$ cat config.mk
export PLATFORM = sky130hd
export DESIGN_NAME = tram_div
export DESIGN_NICKNAME = d
export VERILOG_FILES = /design/src/design/tram_div.sv
export SDC_FILE = /design/constraint.sdc
export NUM_CORES = 1
export LEC_CHECK = 0
export BUFFER_PORTS_ARGS = -buffer_cell sky130_fd_sc_hd__clkbuf_2
export CORE_UTILIZATION = 35
export CTS_CLUSTER_SIZE = 40
export DETAILED_ROUTE_END_ITERATION = 7
export MAX_ROUTING_LAYER = met4
export PLACE_DENSITY = 0.69
export SLEW_MARGIN = 0
export SYNTH_ARGS = -nofsm -noshare
export SYNTH_HDL_FRONTEND = slang
export SYNTH_SLANG_ARGS = --single-unit
$ cat constraint.sdc
create_clock -name clk -period 2.9 [get_ports clk]
set_input_delay 0.145 -clock clk [delete_from_list [all_inputs] [get_ports clk]]
set_output_delay 0.145 -clock clk [all_outputs]
set_load 0.01 [all_outputs]
$ cat src/design/tram_div.sv
// Restoring divider, one quotient bit per cycle.
module tram_div #(
	parameter int DVD_W = 58,
	parameter int DVS_W = 20
) (
	input  logic             clk,
	input  logic             arst_n,
	input  logic             start,
	input  logic [DVD_W-1:0] dividend,
	input  logic [DVS_W-1:0] divisor,
	output logic             done,
	output logic [DVD_W-1:0] quotient
);

	localparam int CNT_W = $clog2(DVD_W + 1);

	logic             run_q;
	logic             done_q;
	logic [CNT_W-1:0] cnt_q;
	logic [DVS_W-1:0] rem_q;
	logic [DVS_W-1:0] dvs_q;
	logic [DVD_W-1:0] quo_q;

	logic [DVS_W:0]   rem_sh;
	logic [DVS_W+1:0] diff;
	logic             ge;

	// The remainder stays below the divisor, so the shifted value fits DVS_W+1 bits.
	assign rem_sh = {rem_q, quo_q[DVD_W-1]};
	assign diff   = {1'b0, rem_sh} - {2'b00, dvs_q};
	assign ge     = ~diff[DVS_W+1];

	always_ff @(posedge clk or negedge arst_n) begin
		if (!arst_n) begin
			run_q  <= 1'b0;
			done_q <= 1'b0;
			cnt_q  <= '0;
		end else begin
			done_q <= 1'b0;
			if (start) begin
				run_q <= 1'b1;
				cnt_q <= CNT_W'(DVD_W);
			end else if (run_q) begin
				cnt_q <= cnt_q - 1'b1;
				if (cnt_q == CNT_W'(1)) begin
					run_q  <= 1'b0;
					done_q <= 1'b1;
				end
			end
		end
	end

	always_ff @(posedge clk) begin
		if (start) begin
			rem_q <= '0;
			dvs_q <= divisor;
			quo_q <= dividend;
		end else if (run_q) begin
			rem_q <= ge ? diff[DVS_W-1:0] : rem_sh[DVS_W-1:0];
			quo_q <= {quo_q[DVD_W-2:0], ge};
		end
	end

	assign done     = done_q;
	assign quotient = quo_q;

endmodule

==> results_tabular.tex <==
\begin{tabular}{lr}
\hline
Metric & Value \\
\hline
\multicolumn{2}{l}{\textbf{CTS}} \\
Number of H-tree levels & 3 \\
Clock latency reported for the late side of the worst-skew pair & 0.36 ns \\
Max Root-Sink Buffers & 2 \\
Clock tree from TritonCTS & built \\
Root buffer cell & sky130\_fd\_sc\_hd\_\_clkbuf\_16 \\
\# Post-CTS Setup Buffers & 0 \\
Reg clk slew, reported paths & 0.07 ns \\
Clock sink count & 106 \\
Number of buffers inserted during clock tree synthesis & 9 \\
\multicolumn{2}{l}{\textbf{Placement}} \\
Placer's final routability congestion estimate & 0.830 \\
Port buffer count & 139 \\
Worst slack after detailed placement & 0.265 ns \\
Post-detailed-placement half-perimeter wirelength & 8810 um \\
\multicolumn{2}{l}{\textbf{Run status}} \\
Result of the run & completed \\
\multicolumn{2}{l}{\textbf{Global routing}} \\
First-pass GRT wire length & 19,700 um \\
Antenna violations before repair & 0 \\
Remaining global-route overflow & 0 \\
Met3 Use GR & 3.92\% \\
Global routing met1 resource utilization & 19.5\% \\
Aggregate global-route resource usage & 16.2\% \\
Vias in the first global route & 4,164 \\
Largest net degree at the start of global routing & 58 \\
Global routing met2 resource utilization & 26.1\% \\
GRT Max-Usage Layer & met2 \\
\multicolumn{2}{l}{\textbf{Yosys}} \\
Warnings from Yosys & 0 \\
Share of the yosys chip area belonging to registers & 54.0\% \\
Post-synth cell types & 60 \\
Syn\_area\_per\_cell & 12.1 sq um \\
Flip-flop and latch count after synthesis & 106 \\
Post-synthesis instance area & 5450 sq um \\
Async set or reset register ratio after synthesis & 7.55\% \\
Most common flop cell mapped by yosys & sky130\_fd\_sc\_hd\_\_edfxtp\_1 \\
Count of mapped cells out of synthesis & 450 \\
Synthesized net count & 554 \\
Number of flops mapped to enable cells by yosys & 78 \\
\multicolumn{2}{l}{\textbf{STA}} \\
Hold Fails Final Rpt & 0 \\
Tcrit/Tclk final & 90.2\% \\
Final-layout setup total negative slack & 0 ns \\
Setup slack after layout & 0.285 ns \\
Worst slew pin tran & 0.653 ns \\
Post-route clock skew & 0.0115 ns \\
RSZ-0062 raised after global routing & false \\
Number of failing setup endpoints in the final timing report & 0 \\
Maximum achievable frequency & 382 MHz \\
Max-slew headroom at the worst pin & 56.5\% \\
Number of max-slew violations in the final report & 0 \\
Final critical-path required period & 2.62 ns \\
Worst slack on hold paths & 0.0897 ns \\
\multicolumn{2}{l}{\textbf{Power}} \\
Peak supply drop & 339 uV \\
Power per standard cell area & 508 nW/um\^{}2 \\
Leak Pwr & 3.05 nW \\
\multicolumn{2}{l}{\textbf{Layout}} \\
Area Growth Syn to Fin & 25.5\% \\
Most common library cell in the layout ignoring fill and taps & sky130\_fd\_sc\_hd\_\_clkbuf\_2 \\
NumNets Final & 714 \\
Leading cell types in the layout, fill and taps excluded & sky130\_fd\_sc\_hd\_\_clkbuf\_2, sky130\_fd\_sc\_hd\_\_edfxtp\_1, sky130\_fd\_sc\_hd\_\_mux2\_2, sky130\_fd\_sc\_hd\_\_nor2\_1, sky130\_fd\_sc\_hd\_\_inv\_1 \\
Number of diodes added for antenna fixing & 0 \\
Core Util, Final & 45.0\% \\
Fill count & 1,417 \\
Layout cells sized above 1 & 37.9\% \\
\multicolumn{2}{l}{\textbf{Worst setup path}} \\
Crit path max-delay cell type & sky130\_fd\_sc\_hd\_\_or4b\_4 \\
CP Max Fanout & 4 \\
Buf/Inv on CP & 1 \\
Worst R2R Setup Slack & 0.28 ns \\
Worst Setup Start Kind & register \\
Peak per-stage delay on the critical path & 0.51 ns \\
Ordered list of cells on the worst path & inv\_1, ha\_1, fa\_1, nor2b\_1, o31ai\_2, a211oi\_1, o31a\_1, o21a\_1, or4b\_4, a41oi\_2 \\
Setup Crit Path Kind & reg -> reg \\
Worst setup EP type & register \\
Endpoint of the lowest-slack register-to-register path & rem\_q[16] \\
Count of cell instances traversed by the critical path & 10 \\
R2r worst-path depth & 10 \\
Data required time at the worst endpoint & 3.19 ns \\
Family with the most delay on the worst path & compound AO/OA/AOI/OAI gates \\
Crit path DAT & 2.90 ns \\
Reg2reg start & quotient[57] \\
\multicolumn{2}{l}{\textbf{Routing}} \\
Detailed-router iteration count before antenna repair & 4 \\
DRT Wirelength & 12,000 um \\
Vias per std cell & 5.07 \\
Drt drc & 0 \\
WL/cell & 15.0 um \\
Violation count after the first detailed-route iteration & 160 \\
Overall via count from detail\_route & 4,069 \\
Post-route ant nets & 0 \\
\multicolumn{2}{l}{\textbf{Floorplanning}} \\
Die outline area & 16,100 sq um \\
Starting Density & 35.9\% \\
Chip Width & 127 um \\
Number of placed I/O pins & 140 \\
Area of the core & 15,200 sq um \\
Std-Cell Rows & 45 \\
Die Height & 127 um \\
\multicolumn{2}{l}{\textbf{Run}} \\
MaxCap Viol Count & 0 \\
\multicolumn{2}{l}{\textbf{Min path}} \\
Number of instances on the worst hold path & 2 \\
Hold Path End & quotient[48] \\
Beginning of the worst hold path & dividend[48] \\
Worst hold path class & in -> reg \\
\hline
\end{tabular}
final cells by class:
| type | count | area (sq um) | area share (%) |
|---|---|---|---|
| Multi-Input combinational cell | 293 | 2300 | 33.6 |
| Clock buffer | 11 | 243 | 3.55 |
| Clock inverter | 5 | 30.0 | 0.439 |
| Inverter | 31 | 116 | 1.70 |
| Timing Repair Buffer | 169 | 976 | 14.3 |
| Tap cell | 188 | 235 | 3.44 |
| Sequential cell | 106 | 2940 | 43.0 |
cells by family (layout without fill, tap and decap cells):
| logic type | after synthesis | count (layout) | synth area share (%) |
|---|---|---|---|
| flops | 106 | 106 | 54.0 |
| compound gates | 86 | 86 | 11.5 |
| xor+xnor | 14 | 14 | 2.25 |
| fa+ha+maj | 23 | 23 | 5.42 |
| mux | 72 | 72 | 14.5 |
| buf+inv | 51 | 216 | 3.81 |
| simple gates | 98 | 98 | 8.58 |
what timing repair did:
item	in CTS	in global routing
setup endpoints to repair	0	1
endpoints found under the hold margin	28	0
hold buffers	21	0
gates resized for setup	0	1
worst max-delay path by stage:
| stage | startpoint | slack [ns] | end |
|---|---|---|---|
| global placement | quotient[57] | 0.34 | rem_q[16] |
| detailed placement | quotient[57] | 0.26 | rem_q[16] |
| floorplan | quotient[57] | 0.39 | rem_q[16] |
| global route | quotient[57] | 0.07 | rem_q[16] |
| CTS | quotient[57] | 0.25 | rem_q[16] |
| finish | quotient[57] | 0.28 | rem_q[16] |
Yosys cell counts (all sizes together), types with 3 or more instances:
cell type | instances | area share [%]
a21oi | 19 | 1.9
nor3 | 7 | 0.64
dfrtp | 8 | 3.7
edfxtp | 78 | 43
a21o | 4 | 0.57
buf | 4 | 0.57
o21bai | 5 | 0.69
o31ai | 3 | 0.76
clkbuf | 16 | 1.1
nor2b | 4 | 0.46
a211o | 3 | 0.48
xnor2 | 11 | 1.8
o21ai | 16 | 1.5
a311oi | 3 | 0.48
a211oi | 14 | 1.9
ha | 22 | 5.0
nand2 | 26 | 1.8
dfxtp | 20 | 7.3
nor2 | 37 | 2.5
nand2b | 8 | 0.92
o21a | 3 | 0.41
mux2 | 57 | 12
mux2i | 15 | 2.8
xor2 | 3 | 0.48
inv | 31 | 2.1
worst register-to-register path: cells and delay by family, from the launching register on:
| kind | cells | cell delay (ns) |
|---|---|---|
| flip-flops | 1 | 0.39 |
| adder cells (fa/ha/maj) | 2 | 0.37 |
| AO/OA/AOI/OAI | 5 | 1.12 |
| AND/OR/NAND/NOR | 2 | 0.58 |
| buffers and inverters | 1 | 0.09 |
layer usage:
metal / part of all wire [%] / vias up / wire, um
met5: 0 / - / 0
met4: 1.0 / 0 / 122
met3: 6.5 / 10 / 776
met2: 48 / 149 / 5810
met1: 44 / 1931 / 5310
li1: - / 1979 / -
metrics by stage:
step / instances / total power [W] / instance area [sq um]
6_report: 803 / 0.00347 / 6850
3_5_place_dp: 766 / 0.00234 / 6360
4_1_cts: 803 / 0.00352 / 6850
3_3_place_gp: 766 / 0.00232 / 6360
5_1_grt: 803 / 0.00362 / 6850
2_1_floorplan: 450 / 0.00213 / 5450
state kept, by name, summed over array words and instances (netlist names):
register / count
cnt_q: 6
quotient: 58
rem_q: 20
done: 1
run_q: 1
dvs_q: 20
power by group:
| group | switching (W) | internal (W) |
|---|---|---|
| clock | 0.000545 | 0.000604 |
| sequential | 0.0000684 | 0.00176 |
| combinational | 0.000240 | 0.000254 |
| total | 0.000854 | 0.00262 |
No activity file was read; power rests on OpenSTA's default activity.
